## src/sv/tsk_pkg.sv

```systemverilog
`timescale 1ns / 1ps
// ----------------------------------------------------------------------------
// tsk_pkg
// shared constants and types for the task scheduler
// ----------------------------------------------------------------------------
package tsk_pkg;

  localparam int TASK_SLOTS = 8;
  localparam int SLOT_W = $clog2(TASK_SLOTS);
  localparam int TOTAL_W = $clog2(TASK_SLOTS + 1);
  localparam logic [15:0] WATCHDOG_LIMIT = 16'd30000;

  localparam logic [2:0] OP_TICK      = 3'd0;
  localparam logic [2:0] OP_SCHEDULE  = 3'd1;
  localparam logic [2:0] OP_CREATE    = 3'd2;
  localparam logic [2:0] OP_SET_DELAY = 3'd3;
  localparam logic [2:0] OP_SET_WAIT  = 3'd4;
  localparam logic [2:0] OP_SET_PAUSE = 3'd5;
  localparam logic [2:0] OP_FEED      = 3'd6;

  typedef struct packed {
    logic             load;
    logic             tick_slot;
    logic             sched_slot;
    logic             sched_done;
    logic [SLOT_W-1:0] slot;
  } tsk_cmd_t;

  typedef struct packed {
    logic [TOTAL_W-1:0] task_total;
    logic [SLOT_W-1:0]  running_slot;
  } tsk_status_t;

endpackage

```

## src/sv/task_scheduler_with_tick.sv

```systemverilog
`timescale 1ns / 1ps
// ----------------------------------------------------------------------------
// task_scheduler_with_tick
// round-robin task table with periodic tick and watchdog
// ----------------------------------------------------------------------------
// usage:
//   input channel in_valid/in_stall carries one operation per transaction
//   (tick, schedule, create, set delay, set wait, set paused, feed)
//   output channel out_valid/out_stall returns one result per transaction
//   kernel_running is written through cfg_we/cfg_data; the user writes it
//   only while idle, as the block itself does not enforce this
//   tick and schedule with a nonempty table walk the slots, one slot per
//   cycle through the shared update logic, before out_valid rises; every
//   other case skips the walk
// throughput: one transaction at a time, the next one accepted the cycle
//   after the result is taken
// reset: synchronous rst clears the task table, the counters and the
//   controller; no transaction is pending afterwards
// a stalled result holds its value and in_stall stays high until taken
// ----------------------------------------------------------------------------
module task_scheduler_with_tick import tsk_pkg::*; (
  input  logic        clk,
  input  logic        rst,
  input  logic        cfg_we,
  input  logic        cfg_data,
  input  logic        in_valid,
  output logic        in_stall,
  input  logic [2:0]  operation,
  input  logic [2:0]  task_index,
  input  logic [15:0] amount,
  input  logic [2:0]  wait_kinds,
  input  logic        pause_flag,
  input  logic [7:0]  mutex_busy_mask,
  input  logic [7:0]  event_one_clear_mask,
  input  logic [7:0]  event_two_clear_mask,
  output logic        out_valid,
  input  logic        out_stall,
  output logic [2:0]  current_task,
  output logic        switch_needed,
  output logic        create_ok,
  output logic [3:0]  created_number,
  output logic        reset_request
);

  logic        kernel_running;
  tsk_cmd_t    cmd;
  tsk_status_t status;

  always_ff @(posedge clk) begin
    if (rst) kernel_running <= 1'b0;
    else if (cfg_we) kernel_running <= cfg_data;
  end

  tsk_ctrl u_ctrl (
    .clk(clk), .rst(rst), .in_valid(in_valid), .in_stall(in_stall),
    .operation(operation), .out_valid(out_valid), .out_stall(out_stall),
    .status(status), .cmd(cmd)
  );

  tsk_datapath u_dp (
    .clk(clk), .rst(rst), .kernel_running(kernel_running), .cmd(cmd),
    .operation(operation), .task_index(task_index), .amount(amount),
    .wait_kinds(wait_kinds), .pause_flag(pause_flag),
    .mutex_busy_mask(mutex_busy_mask), .event_one_clear_mask(event_one_clear_mask),
    .event_two_clear_mask(event_two_clear_mask), .status(status),
    .current_task(current_task), .switch_needed(switch_needed),
    .create_ok(create_ok), .created_number(created_number),
    .reset_request(reset_request)
  );

endmodule

```

## src/sv/tsk_datapath.sv

```systemverilog
`timescale 1ns / 1ps
// ----------------------------------------------------------------------------
// tsk_datapath
// task table, per-slot tick update, schedule search and result register
// ----------------------------------------------------------------------------
module tsk_datapath import tsk_pkg::*; (
  input  logic              clk,
  input  logic              rst,
  input  logic              kernel_running,
  input  tsk_cmd_t          cmd,
  input  logic [2:0]        operation,
  input  logic [2:0]        task_index,
  input  logic [15:0]       amount,
  input  logic [2:0]        wait_kinds,
  input  logic              pause_flag,
  input  logic [7:0]        mutex_busy_mask,
  input  logic [7:0]        event_one_clear_mask,
  input  logic [7:0]        event_two_clear_mask,
  output tsk_status_t       status,
  output logic [2:0]        current_task,
  output logic              switch_needed,
  output logic              create_ok,
  output logic [3:0]        created_number,
  output logic              reset_request
);

  logic [TOTAL_W-1:0] task_total;
  logic [SLOT_W-1:0]  running_slot;
  logic               running_valid;
  logic [15:0]        delay_left [TASK_SLOTS];
  logic [15:0]        timeout_left [TASK_SLOTS];
  logic [2:0]         waiting_on [TASK_SLOTS];
  logic [TASK_SLOTS-1:0] paused;
  logic [15:0]        watchdog_count [TASK_SLOTS];

  logic [2:0]  op_r;
  logic [SLOT_W-1:0] idx_r;
  logic [15:0] amount_r;
  logic [2:0]  kinds_r;
  logic        pause_r;
  logic [7:0]  mb_r, e1_r, e2_r;
  logic        found;
  logic [SLOT_W-1:0] chosen;

  logic [2:0]  mask3;
  logic        blocked;
  logic [15:0] wd_inc;
  logic        idx_ok;

  always_comb begin
    mask3 = 3'b000;
    if (TOTAL_W'(cmd.slot) < TOTAL_W'(8)) begin
      mask3 = {e2_r[cmd.slot[2:0]], e1_r[cmd.slot[2:0]], mb_r[cmd.slot[2:0]]};
    end
    blocked = |(waiting_on[cmd.slot] & mask3) || (delay_left[cmd.slot] != 16'd0)
              || paused[cmd.slot];
    wd_inc = (watchdog_count[cmd.slot] != 16'hFFFF) ? watchdog_count[cmd.slot] + 16'd1
                                                     : watchdog_count[cmd.slot];
    idx_ok = TOTAL_W'(idx_r) < task_total;
  end

  assign status.task_total = task_total;
  assign status.running_slot = running_slot;

  always_ff @(posedge clk) begin
    if (rst) begin
      task_total <= '0;
      running_slot <= '0;
      running_valid <= 1'b0;
      paused <= '0;
      current_task <= '0;
      switch_needed <= 1'b0;
      create_ok <= 1'b0;
      created_number <= '0;
      reset_request <= 1'b0;
      found <= 1'b0;
      chosen <= '0;
      for (int i = 0; i < TASK_SLOTS; i++) begin
        delay_left[i] <= '0;
        timeout_left[i] <= '0;
        waiting_on[i] <= '0;
        watchdog_count[i] <= '0;
      end
    end else begin
      if (cmd.load) begin
        op_r <= operation;
        idx_r <= SLOT_W'(task_index);
        amount_r <= amount;
        kinds_r <= wait_kinds;
        pause_r <= pause_flag;
        mb_r <= mutex_busy_mask;
        e1_r <= event_one_clear_mask;
        e2_r <= event_two_clear_mask;
        found <= 1'b0;
        chosen <= '0;
        switch_needed <= 1'b0;
        create_ok <= 1'b0;
        created_number <= '0;
        reset_request <= 1'b0;
        if (operation == OP_TICK && kernel_running && task_total == '0) begin
          reset_request <= 1'b1;
        end
      end
      if (cmd.tick_slot) begin
        if (delay_left[cmd.slot] != 16'd0) begin
          delay_left[cmd.slot] <= delay_left[cmd.slot] - 16'd1;
        end
        if (timeout_left[cmd.slot] != 16'd0) begin
          timeout_left[cmd.slot] <= timeout_left[cmd.slot] - 16'd1;
          if (timeout_left[cmd.slot] == 16'd1) begin
            waiting_on[cmd.slot] <= '0;
          end
        end
        watchdog_count[cmd.slot] <= wd_inc;
        if (wd_inc > WATCHDOG_LIMIT) begin
          reset_request <= 1'b1;
        end
      end
      if (cmd.sched_slot && !blocked && !found) begin
        found <= 1'b1;
        chosen <= cmd.slot;
      end
      if (cmd.sched_done) begin
        case (op_r)
          OP_SCHEDULE: begin
            if (task_total != '0 && running_valid) begin
              switch_needed <= chosen != running_slot;
              running_slot <= chosen;
              current_task <= 3'(chosen);
            end else begin
              current_task <= 3'(running_slot);
            end
          end
          OP_CREATE: begin
            if (task_total < TOTAL_W'(TASK_SLOTS)) begin
              task_total <= task_total + 1'b1;
              create_ok <= 1'b1;
              created_number <= 4'(task_total + 1'b1);
              if (!running_valid) begin
                running_slot <= SLOT_W'(task_total);
                running_valid <= 1'b1;
                current_task <= 3'(task_total);
              end else begin
                current_task <= 3'(running_slot);
              end
            end else begin
              current_task <= 3'(running_slot);
            end
          end
          OP_SET_DELAY: begin
            if (idx_ok) delay_left[idx_r] <= amount_r;
            current_task <= 3'(running_slot);
          end
          OP_SET_WAIT: begin
            if (idx_ok) begin
              waiting_on[idx_r] <= kinds_r;
              timeout_left[idx_r] <= amount_r;
            end
            current_task <= 3'(running_slot);
          end
          OP_SET_PAUSE: begin
            if (idx_ok) paused[idx_r] <= pause_r;
            current_task <= 3'(running_slot);
          end
          OP_FEED: begin
            if (kernel_running && running_valid) watchdog_count[running_slot] <= '0;
            current_task <= 3'(running_slot);
          end
          default: begin
            current_task <= 3'(running_slot);
          end
        endcase
      end
    end
  end

endmodule

```

## src/sv/tsk_ctrl.sv

```systemverilog
`timescale 1ns / 1ps
// ----------------------------------------------------------------------------
// tsk_ctrl
// sequencer: accepts a transaction, walks the slots, holds the result
// ----------------------------------------------------------------------------
module tsk_ctrl import tsk_pkg::*; (
  input  logic        clk,
  input  logic        rst,
  input  logic        in_valid,
  output logic        in_stall,
  input  logic [2:0]  operation,
  output logic        out_valid,
  input  logic        out_stall,
  input  tsk_status_t status,
  output tsk_cmd_t    cmd
);

  typedef enum logic [1:0] {S_IDLE, S_WALK, S_DONE, S_OUT} state_t;

  state_t state;
  logic [2:0] op;
  logic [TOTAL_W-1:0] count;
  logic [SLOT_W-1:0] slot;
  logic accept;

  assign in_stall = !(state == S_IDLE);
  assign accept = in_valid && state == S_IDLE;

  always_comb begin
    cmd.load = accept;
    cmd.slot = slot;
    cmd.tick_slot = state == S_WALK && op == OP_TICK;
    cmd.sched_slot = state == S_WALK && op == OP_SCHEDULE;
    cmd.sched_done = state == S_DONE;
  end

  always_ff @(posedge clk) begin
    if (rst) begin
      state <= S_IDLE;
      op <= OP_TICK;
      count <= '0;
      slot <= '0;
      out_valid <= 1'b0;
    end else begin
      case (state)
        S_IDLE: begin
          if (accept) begin
            op <= operation;
            count <= '0;
            if (operation == OP_SCHEDULE) begin
              slot <= (TOTAL_W'(status.running_slot) + 1'b1 >= status.task_total)
                      ? '0 : status.running_slot + 1'b1;
            end else begin
              slot <= '0;
            end
            if ((operation == OP_TICK || operation == OP_SCHEDULE)
                && status.task_total != '0) begin
              state <= S_WALK;
            end else begin
              state <= S_DONE;
            end
          end
        end
        S_WALK: begin
          count <= count + 1'b1;
          if (TOTAL_W'(slot) + 1'b1 >= status.task_total) slot <= '0;
          else slot <= slot + 1'b1;
          if (count + 1'b1 >= status.task_total) state <= S_DONE;
        end
        S_DONE: begin
          out_valid <= 1'b1;
          state <= S_OUT;
        end
        S_OUT: begin
          if (!out_stall) begin
            out_valid <= 1'b0;
            state <= S_IDLE;
          end
        end
        default: state <= S_IDLE;
      endcase
    end
  end

endmodule
```

## config.mk

```make
export PLATFORM = sky130hd
export DESIGN_NAME = task_scheduler_with_tick
export DESIGN_NICKNAME = d
export VERILOG_FILES = /design/src/sv/tsk_pkg.sv /design/src/sv/task_scheduler_with_tick.sv /design/src/sv/tsk_datapath.sv /design/src/sv/tsk_ctrl.sv
export SDC_FILE = /design/constraint.sdc
export NUM_CORES = 1
export LEC_CHECK = 0
export BUFFER_PORTS_ARGS = -buffer_cell sky130_fd_sc_hd__clkbuf_2
export CELL_PAD_IN_SITES_DETAIL_PLACEMENT = 1
export CELL_PAD_IN_SITES_GLOBAL_PLACEMENT = 1
export CORE_MARGIN = 5
export CORE_UTILIZATION = 45
export DETAILED_ROUTE_END_ITERATION = 16
export PLACE_DENSITY = 0.72
export RECOVER_POWER = 100
export SYNTH_ARGS = -nofsm -noshare
export SYNTH_HDL_FRONTEND = slang
export SYNTH_SLANG_ARGS = --single-unit
```

## constraint.sdc

```tcl
create_clock -name clk -period 9 [get_ports clk]
set_input_delay 1.8 -clock clk [delete_from_list [all_inputs] [get_ports clk]]
set_output_delay 1.8 -clock clk [all_outputs]
set_load 0.01 [all_outputs]
```

==> results of run 1 <==
## critical path: cells and delay by family
| family | cells | cell delay, ns |
|---|---|---|
| buf+inv | 4 | 3.91 |
| simple gates | 2 | 1.03 |
| compound gates | 1 | 0.25 |
## metal layers
layer	GRT usage [%]	up-vias
li1	-	6700
met1	28.6	7719
met2	39.6	440
met3	3.58	103
met4	6.83	0
met5	0	-
## metrics by stage
step           hold WS [ns]  power (mW)  instance area (sq um)  setup WS, ns
6_report              0.462        6.09                  26200          2.06
5_1_grt               0.492        6.32                  26200          1.66
4_1_cts               0.469        6.13                  26300          3.58
3_5_place_dp          0.461        3.99                  24600          3.14
3_3_place_gp          0.444        3.94                  24600          3.32
2_1_floorplan         0.433        3.56                  23700          4.27
## cell type report
type | count | area share, %
clock buffer | 68 | 5.45
inverter | 21 | 0.301
tap | 688 | 3.29
sequential | 502 | 56.0
clock inverter | 30 | 0.962
timing repair buffer | 93 | 1.77
multi-input combinational | 1158 | 32.3
## layout by cell type (no fill, tap or decap), types with 5 or more instances in the layout
master,Yosys,final
inv_1,20,20
clkbuf_2,0,48
xor2_1,16,16
a21oi_1,40,34
edfxtp_1,458,458
and2_1,5,5
nor2_1,475,475
and4_1,7,7
mux2_2,11,11
nand3_1,30,30
xnor2_1,29,29
mux4_2,90,90
o21ai_0,22,21
a31oi_2,0,5
mux2i_1,73,72
nand4_1,12,12
and3_1,9,9
mux2i_2,4,5
nor3_1,24,24
nor2b_1,11,11
clkinv_2,0,15
clkinv_1,0,9
clkbuf_1,44,44
nor4b_1,7,7
nand2b_1,47,47
ha_1,28,28
a21oi_2,1,7
dfxtp_1,44,42
a21o_1,6,6
clkbuf_16,0,55
nor4_1,9,11
mux4_1,18,18
nand2_1,82,86
o211ai_1,6,6
o21ai_1,17,16
buf_4,11,14
## cells by family after synthesis
group / synth area share [%]
DFF: 61.7
AOI/OAI and AO/OA: 3.81
and+or+nand+nor: 13.9
buffers and inverters: 2.88
muxes: 14.5
xor gates and xnor gates: 1.66
adders and majority gates: 1.48
## worst min-delay path by stage
stage / endpoint / cells after the start
finish: u_dp.create_ok / 2
CTS: u_ctrl.op[1] / 2
global route: u_dp.create_ok / 2
floorplan: u_dp.paused[0] / 2
detailed placement: u_ctrl.op[1] / 2
global placement: u_ctrl.op[1] / 2
## power groups by stage
stage               registers (mW)  clock network [mW]  logic, mW
floorplan                     2.75                   0      0.813
global placement              2.83                   0       1.11
detailed placement            2.85                   0       1.14
CTS                           2.80                2.18       1.15
global route                  2.81                2.28       1.23
finish                        2.80                2.14       1.14
## flip-flops by register name, summed over array words and instances (netlist names), 4 cells and up, named ones only
| name | cells |
|---|---|
| u_ctrl.count | 4 |
| u_dp.amount_r | 16 |
| u_dp.created_number | 4 |
| u_dp.delay_left | 128 |
| u_dp.e1_r | 8 |
| u_dp.e2_r | 8 |
| u_dp.mb_r | 8 |
| u_dp.paused | 8 |
| u_dp.task_total | 4 |
| u_dp.timeout_left | 128 |
| u_dp.waiting_on | 24 |
| u_dp.watchdog_count | 128 |
==> key figures, run 1 <==
STA
  – RSZ-0062 raised after global routing: no
  – Period utilisation layout: between 70% and 80%
  – Relative slew slack: -52.3%
  – Final hold violations: 0
  – Worst Max-Slew Pin Slew: 2.28 ns
  – Minimum clock period: about 6.9 ns
  – Final setup viols: 0
  – Fin Clk Skew: about 0.043 ns
  – Final Max Tran Viols: 171
  – Peak Freq: roughly 140 MHz
  – Setup TNS: 0 ns

Critical path
  – Crit path launch: rst
  – Slowest stage delay, CP: between 1 and 1.5 ns
  – Most used cell along the critical path: clkbuf_1
  – Worst setup SP type: primary input
  – Worst Path Required: ~9 ns
  – Slowest CP cell: clkbuf_1
  – Worst R2R Setup Slack: approximately 2.3 ns
  – Setup crit end kind: register
  – Critical-path cell list: clkbuf_1 > clkbuf_1 > nor3_1 > clkbuf_1 > a41oi_1 > clkbuf_1 > nand2b_1
  – R2R Path End: u_dp.delay_left[7][4]
  – Setup CP Type: in2reg
  – Critical path destination: u_dp.watchdog_count[1][5]
  – Register-to-Register Path Depth: 9
  – CP arrival: around 7 ns
  – Worst-path maximum fanout: 45

CTS
  – Resized Gates After CTS: 0
  – CTS root buf: clkbuf_16
  – Hold-fix buffers, CTS: 0
  – Clock latency on the worst-skew pair: between 0.6 and 0.7 ns
  – Clock sinks: 502
  – CTS max path bufs: 3
  – H-tree depth: 2
  – Worst-path clk slew: about 0.06 ns
  – CTS buffer count: 55
  – CTS tree: done
  – Total setup buffers inserted after CTS: 0

Outcome
  – Failing checks: capacitance limit, slew limit
  – Status: finished with violations

Synth
  – Cell taking the most area after synthesis: edfxtp_1
  – Share of the synthesized area in the top cell type: 58.0%
  – Commonest cells in the netlist: nor2_1, edfxtp_1, mux4_2
  – Syn nets: ~1,900
  – Asr flop ratio synth: 0%
  – Mean Syn Cell Area: ~13 sq um
  – Seq/Total Area, Yosys: 61.7%
  – Count leader, synth: nor2_1
  – EDFF count, synth: approximately 460
  – Yosys warns: 0
  – Top post-synthesis cells by area: edfxtp_1, mux4_2, nor2_1
  – Mapped Area: between 0.02 and 0.025 sq mm
  – Yosys reg bits: approximately 500
  – Distinct cells, synth: 74
  – Most used DFF post-synth: edfxtp_1
  – Cells after Synth: about 1,800

Power and ir drop
  – Internal Pwr Total: ~4.3 mW
  – Switching part of the total: a little under a third
  – Pwr dens: 233 mW/mm^2
  – Peak supply drop: roughly 170 uV
  – Leak: just over 9 nW
  – Reg power frac: ~46%
  – Total net switching power: 1.83 mW
  – Logic gate share of total power: between 10% and 20%
  – Clock Power Share: between 30% and 40%

Global route
  – Initial antenna violation count: 0
  – First-pass GRT wire length: approximately 97,000 microns
  – Vias in the first global route: approximately 16,000
  – All-Layer GR Usage: 22.4%
  – Grt ovf: 0
  – Largest net degree at the start of global routing: 65

Place
  – PortBufs: 67
  – Placer Congestion: ~0.86
  – Hpwl dp: between 40,000 and 50,000 microns
  – Placed cell count: roughly 2,500

Layout
  – Post-Layout Cell Count: 2,560
  – Ant diodes: 0
  – Fillers: between 5,000 and 6,000
  – Share of post-route cells with drive strength above 1: between 10% and 20%
  – FF+latch area: about 0.015 sq mm
  – Synth-to-Final Area Change: 10.3%
  – Utilization after layout: between 40% and 50%
  – Area of the multi-input gates: between 0.008 and 0.009 sq mm
  – Nets: 1,915

Detailed routing
  – Met3 wire len: 3590 microns
  – DR top layer: met4
  – Total Wirelength: between 60,000 and 70,000 microns
  – Routed len/inst: 25.3 microns
  – Drt pass-1 iters: 5
  – WL met2: 33,500 microns
  – Drt via density: 5.84
  – Via count: approximately 15,000
  – Final routed DRC violation total: 0
  – Final ANT Viol Nets: 0
  – Detailed Route Iter0 Violations: 1,240
  – Metal1 wirelength: 25,900 microns

Floorplanning
  – Rows: 84
  – Vert. Die Dim: 240 microns
  – DIE AREA: about 0.057 sq mm
  – Starting Density: between 40% and 50%
  – I/O Pins: 68
  – Core box area: around 0.052 sq mm
  – Die W: between 200 and 250 microns

Min path
  – Hold wc startpoint: u_dp.create_ok
  – Hold WC Path Type: reg2reg

Run
  – Maxcap violations: 5
(Power assumes the default switching activity.)
==> inputs of run 2 (changes only) <==
Settings changed: PLACE_DENSITY 0.72 to 0.75.
Clock period 9 ns to 5.6 ns, I/O delays scaled along.
==> run 2 against run 1 <==
- the run still ends with capacitance limit, slew limit left
- die area is the same
- final cell count grew 0.39%
- non-clock buffer count grew 9
- hold slack is essentially flat
- first-iteration DRC count grew 7.4%
- sequential cell count is the same
- clock-buffer cell count grew 4
- sequential share of layout area shrank 0.19 points
- global-route usage grew 0.070 points
- register-to-register slack lost 1.7 ns
- sequential power grew 60%
- clock skew shrank 0.011 ns
- largest power group unchanged
- highest routed layer is now met5
==> key figures, run 2 (same netlist as run 1, synthesis figures left out) <==
Power and ir drop
  – Clock Power Share: 35.7% (+0.5 points)
  – Logic gate share of total power: 18.2% (-0.6 points)
  – Peak supply drop: 225 uV (+36%)
  – Switching part of the total: 29.2% (-0.80 points)
  – Reg power frac: 46.1% (about the same)
  – Power Total: 9.74 mW (+60%)
  – Pwr dens: 371 mW/mm^2 (+59%)
  – Internal Pwr Total: 6.89 mW (+62%)
  – Total net switching power: 2.85 mW (+56%)
  – Leak: 9.25 nW (+0.39%)

STA
  – Peak Freq: about 200 MHz
  – Worst hold slack: 0.462 ns (+0.000287 ns)
  – Final hold violations: 0 (unchanged)
  – RSZ-0062 raised after global routing: no
  – Final Max Tran Viols: 114 (-33%)
  – Final setup margin: 0.588 ns (-1.47 ns)
  – Minimum clock period: 5.01 ns
  – Fin Clk Skew: 0.0318 ns (-0.0108 ns)
  – Final setup viols: 0 (unchanged)
  – Worst Max-Slew Pin Slew: 2.73 ns (+0.448 ns)
  – Period utilisation layout: 89.5%
  – Setup TNS: 0 ns (unchanged)
  – Relative slew slack: -81.9% (-30 points)

CTS
  – CTS tree: done
  – Total setup buffers inserted after CTS: 0 (unchanged)
  – CTS root buf: clkbuf_16
  – Resized Gates After CTS: 0 (unchanged)
  – Worst-path clk slew: 0.06 ns (about the same)
  – CTS max path bufs: 3 (unchanged)
  – H-tree depth: 2 (unchanged)
  – CTS buffer count: 54 (-1.8%)
  – Clock sinks: 502 (unchanged)
  – Hold-fix buffers, CTS: 0 (unchanged)
  – Clock latency on the worst-skew pair: 0.62 ns (-0.02 ns)

Layout
  – Most common cell after layout, fill and taps aside: nor2_1
  – Non-Filler Cell Area, Final: 0.0262 sq mm (+0.36%)
  – Synth-to-Final Area Change: 10.7%
  – Post-Layout Cell Count: 2,570 (+0.39%)
  – Most frequent cells in the layout: nor2_1, edfxtp_1, mux4_2
  – Nets: 1,923 (+0.42%)
  – Ant diodes: 0 (unchanged)
  – Utilization after layout: 50.2% (+0.18 points)
  – Biggest regs: u_dp.delay_left: 128 flops, u_dp.timeout_left: 128 flops, u_dp.watchdog_count: 128 flops
  – Share of post-route cells with drive strength above 1: 14.9% (+0.13 points)

Place
  – Hpwl dp: 41,100 microns (-4.1%)
  – PortBufs: 67 (unchanged)
  – Post-DP Area: 0.0247 sq mm (+0.31%)
  – DP Worst Slack: 0.865 ns (-2.27 ns)
  – Placed cell count: 2,471 (+0.37%)
  – Placer Congestion: 0.855 (-0.87%)

Outcome
  – Failing checks: capacitance limit, slew limit
  – Status: finished with violations

Min path
  – Hold wc startpoint: u_ctrl.op[2]
  – Hold WC Path Type: reg2reg
  – Hold Path Stages: 2 (unchanged)
  – WHS Endpoint: u_ctrl.op[2]

Critical path
  – R2R Path End: u_dp.delay_left[5][13]
  – Worst R2R Setup Slack: 0.59 ns (-1.67 ns)
  – Register-to-Register Path Depth: 9 (unchanged)
  – Worst setup SP type: register
  – Critical-path cell list: buf_12 > mux4_2 > mux2i_1 > o2111ai_1 > nor4_1 > and3_1 > o22ai_2 > nand2_1 > nand2b_1
  – Crit path buf inv count: 1 (-3)
  – CP arrival: 5.16 ns (-1.90 ns)
  – Slowest CP cell: nand2b_1
  – Setup crit end kind: register
  – Critical path's top delay family: simple AND/OR/NAND/NOR gates
  – Worst-path maximum fanout: 35 (-22%)
  – Worst Path Required: 5.74 ns (-3.38 ns)
  – Setup CP Type: reg2reg
  – Slowest stage delay, CP: 0.70 ns (-0.69 ns)

Floorplanning
  – I/O Pins: 68 (unchanged)
  – Die W: 240 microns (unchanged)
  – Core box area: 0.0523 sq mm (unchanged)
  – Vert. Die Dim: 240 microns (unchanged)
  – Starting Density: 45.3% (unchanged)
  – DIE AREA: 0.0574 sq mm (unchanged)
  – Rows: 84 (unchanged)

Global route
  – All-Layer GR Usage: 22.5% (+0.070 points)
  – Vias in the first global route: 16,300 (+4.0%)
  – Initial antenna violation count: 2 (+2)
  – Largest net degree at the start of global routing: 66 (+1.5%)
  – Grt ovf: 0 (unchanged)
  – First-pass GRT wire length: 98,800 microns (+1.8%)

Run
  – Maxcap violations: 3 (-2)

Detailed routing
  – Total Wirelength: 64,200 microns (-0.86%)
  – Routed len/inst: 25.0 microns (-1.2%)
  – Final routed DRC violation total: 0 (unchanged)
  – Detailed Route Iter0 Violations: 1,332 (+7.4%)
  – Via count: 15,200 (+1.5%)
  – Final ANT Viol Nets: 0 (unchanged)
  – Drt via density: 5.91 (+1.1%)
  – Drt pass-1 iters: 5 (unchanged)
[run 2: changes by cell type in the layout (fill, tap and decap cells not counted), sizes merged]
| cell | delta |
|---|---|
| clkinv | -4 |
| inv | -1 |
| buf | +8 |
| clkinvlp | +2 |
| clkbuf | +5 |
[run 2: cell type report]
cell class / instances / area (sq um)
well taps: 688 / 861
flip-flops and latches: 502 / 14600
repair buffers: 102 / 537
clock inverters: 27 / 213
multi-input cells: 1158 / 8430
clock buffers: 72 / 1480
fillers: 5296 / 26100
inverters: 21 / 78.8
[run 2: how the worst max path moves through the flow]
stage / start / endpoint / cells after the start
2_1_floorplan: rst / u_dp.amount_r[0] / 3
4_1_cts: register / u_dp.delay_left[1][12] / 9
3_5_place_dp: register / u_dp.delay_left[1][4] / 9
5_1_grt: register / u_dp.timeout_left[4][13] / 9
3_3_place_gp: register / u_dp.delay_left[1][12] / 9
6_report: register / u_dp.delay_left[5][13] / 9
[run 2: layer usage]
metal | share of wire (%) | up-vias | global-route usage (%)
li1 | - | 6716 | -
met1 | 41 | 7814 | 30.2
met2 | 49 | 506 | 37.6
met3 | 6.4 | 139 | 3.65
met4 | 3.3 | 4 | 7.75
met5 | 0.033 | - | 0
[run 2: worst register-to-register path: cells and delay by family, from the launching register on]
family | cells | cell delay (ns)
compound gates | 2 | 0.43
flops | 1 | 0.69
mux | 2 | 0.91
buf+inv | 1 | 0.37
simple gates | 4 | 2.17
[run 2: power groups by stage]
stage / clock network [mW] / logic [mW] / registers [mW]
after floorplan: 0 / 1.31 / 4.42
after global placement: 0 / 1.70 / 4.55
after detailed placement: 0 / 1.76 / 4.56
after CTS: 3.54 / 1.78 / 4.49
after global routing: 3.71 / 1.92 / 4.51
final: 3.48 / 1.77 / 4.49
==> inputs of run 3 (changes only) <==
Settings changed: REMOVE_ABC_BUFFERS set to 1.
==> run 3 against run 2 <==
- the run still ends with capacitance limit, slew limit left
- clock skew fell by 0.015 ns
- global-route usage grew 0.25 points
- first-iteration DRC count down 7.5%
- routed wire length grew 2.6%
- sequential share of layout area grew 0.10 points
- sequential power is essentially flat
- clock power is 3% lower
- non-clock buffer count is 1 higher
- combinational power is essentially flat
- fmax fell by 1.6%
- final area down 0.18%
- largest power group unchanged
- critical path depth is 1 lower
==> key figures, run 3 (same netlist as run 1, synthesis figures left out) <==
Outcome
  – Status: finished with violations
  – Failing checks: capacitance limit, slew limit

CTS
  – Total setup buffers inserted after CTS: 0 (unchanged)
  – CTS root buf: clkbuf_16
  – Clock sinks: 502 (unchanged)
  – Clock latency on the worst-skew pair: 0.61 ns (about the same)
  – CTS buffer count: 54 (unchanged)
  – Worst-path clk slew: 0.06 ns (about the same)
  – H-tree depth: 2 (unchanged)
  – Hold-fix buffers, CTS: 0 (unchanged)
  – CTS max path bufs: 3 (unchanged)
  – Resized Gates After CTS: 0 (unchanged)
  – CTS tree: done

Power and ir drop
  – Switching part of the total: 29.4% (+0.18 points)
  – Clock Power Share: 35.1% (-0.6 points)
  – Leak: 9.24 nW (-0.13%)
  – Peak supply drop: 246 uV (+9.2%)
  – Power Total: 9.62 mW (-1.2%)
  – Pwr dens: 367 mW/mm^2 (-0.99%)
  – Total net switching power: 2.83 mW (-0.56%)
  – Reg power frac: 46.8% (+0.7 points)
  – Internal Pwr Total: 6.79 mW (-1.4%)
  – Logic gate share of total power: 18.2% (about the same)

Detailed routing
  – Final ANT Viol Nets: 0 (unchanged)
  – Via count: 15,400 (+1.2%)
  – Drt via density: 5.98 (+1.3%)
  – Total Wirelength: 65,800 microns (+2.6%)
  – WL met2: 33,200 microns (+5.0%)
  – Met3 wire len: 3740 microns (-8.5%)
  – Drt pass-1 iters: 5 (unchanged)
  – Routed len/inst: 25.6 microns (+2.7%)
  – Final routed DRC violation total: 0 (unchanged)
  – Detailed Route Iter0 Violations: 1,232 (-7.5%)
  – Metal1 wirelength: 27,400 microns (+4.1%)
  – DR top layer: met4

Floorplanning
  – Vert. Die Dim: 240 microns (unchanged)
  – Rows: 84 (unchanged)
  – Core box area: 0.0523 sq mm (unchanged)
  – DIE AREA: 0.0574 sq mm (unchanged)
  – I/O Pins: 68 (unchanged)
  – Starting Density: 45.3% (unchanged)
  – Die W: 240 microns (unchanged)

Critical path
  – Worst setup SP type: register
  – Critical-path cell list: mux4_2 > mux2i_1 > ha_1 > and3_1 > and3_1 > o22ai_2 > nand2_1 > nand2b_1
  – Most used cell along the critical path: and3_1
  – Slowest CP cell: dfxtp_4
  – Setup CP Type: reg2reg
  – Slowest stage delay, CP: 1.10 ns (+0.40 ns)
  – CP arrival: 5.20 ns (+0.04 ns)
  – Worst-path maximum fanout: 68 (+94%)
  – Setup crit end kind: register
  – Worst Path Required: 5.71 ns (-0.03 ns)

STA
  – Final hold violations: 0 (unchanged)
  – Final setup viols: 0 (unchanged)
  – Minimum clock period: 5.09 ns (+0.0805 ns)
  – Peak Freq: 196 MHz (-1.6%)
  – Relative slew slack: -84.9% (-3.0 points)
  – Worst hold slack: 0.467 ns (+0.00469 ns)
  – Worst Max-Slew Pin Slew: 2.77 ns (+0.0448 ns)
  – Final setup margin: 0.507 ns (-0.0805 ns)
  – Period utilisation layout: 90.9% (+1.4 points)
  – RSZ-0062 raised after global routing: no
  – Fin Clk Skew: 0.0168 ns (-0.0150 ns)
  – Final Max Tran Viols: 111 (-2.6%)
  – Setup TNS: 0 ns (unchanged)

Layout
  – Share of post-route cells with drive strength above 1: 15.0% (+0.077 points)
  – Most common cell after layout, fill and taps aside: nor2_1
  – Area of the multi-input gates: 0.00844 sq mm (about the same)
  – Non-Filler Cell Area, Final: 0.0262 sq mm (-0.18%)
  – Fillers: 5,330 (+0.64%)
  – Synth-to-Final Area Change: 10.5%
  – Biggest regs: u_dp.delay_left: 128 flops, u_dp.timeout_left: 128 flops, u_dp.watchdog_count: 128 flops
  – Ant diodes: 0 (unchanged)
  – Most frequent cells in the layout: nor2_1, edfxtp_1, mux4_2
  – Utilization after layout: 50.1% (-0.091 points)
  – Nets: 1,924 (+0.052%)
  – Post-Layout Cell Count: 2,567 (-0.12%)
  – FF+latch area: 0.0146 sq mm (unchanged)

Place
  – Hpwl dp: 41,900 microns (+1.9%)
  – DP Worst Slack: 0.766 ns (-0.0982 ns)
  – Placer Congestion: 0.837 (-2.1%)
  – Post-DP Area: 0.0247 sq mm (about the same)
  – PortBufs: 67 (unchanged)
  – Placed cell count: 2,472 (+0.040%)

Min path
  – Hold wc startpoint: u_ctrl.op[1]
  – Hold WC Path Type: reg2reg

Run
  – Maxcap violations: 3 (unchanged)

Global route
  – Largest net degree at the start of global routing: 69 (+4.5%)
  – First-pass GRT wire length: 99,600 microns (+0.77%)
  – Grt ovf: 0 (unchanged)
  – Vias in the first global route: 16,300 (+0.024%)
  – All-Layer GR Usage: 22.7% (+0.25 points)
  – Initial antenna violation count: 0 (-2)
==> run 3: cell types whose count changed in the layout (fill, tap and decap cells not counted), moves of 2 or more <==
cell,delta
clkbuf_1,-6
clkbuf_2,+6
clkinv_4,-3
clkbuf_16,-2
o21ai_0,-2
o21ai_1,+2
==> run 3: power groups by stage <==
stage	logic (mW)	clock network [mW]	registers (mW)
finish	1.75	3.37	4.50
global route	1.90	3.58	4.52
CTS	1.76	3.42	4.50
detailed placement	1.74	0	4.57
global placement	1.68	0	4.55
floorplan	1.21	0	4.51
==> run 3: worst max-delay path: cells and delay by family, from the launching register on <==
kind	cells	cell delay, ns
compound gates	1	0.15
fa+ha+maj	1	0.29
flops	1	1.10
mux	2	0.80
simple gates	4	2.21
==> run 3: routing by layer <==
| metal | global-route usage, % | vias up |
|---|---|---|
| li1 | - | 6728 |
| met1 | 30.4 | 8011 |
| met2 | 39.2 | 510 |
| met3 | 3.50 | 105 |
| met4 | 6.00 | 0 |
| met5 | 0 | - |
==> run 3: cell type report <==
cell class | instances | area share [%]
repair buffers | 103 | 2.14
inverters | 21 | 0.301
flip-flops and latches | 502 | 55.9
clock inverters | 26 | 0.735
well taps | 688 | 3.29
multi-input cells | 1158 | 32.2
clock buffers | 69 | 5.45
==> run 3: final timing paths <==
kind / slack [ns] / to / cells after the start
worst min-delay path: 0.47 / u_ctrl.op[1] / 2
worst min register to register: 0.47 / u_ctrl.op[1] / 2
worst max-delay path: 0.51 / u_dp.delay_left[3][4] / 8
worst max register to register: 0.51 / u_dp.delay_left[3][4] / 8
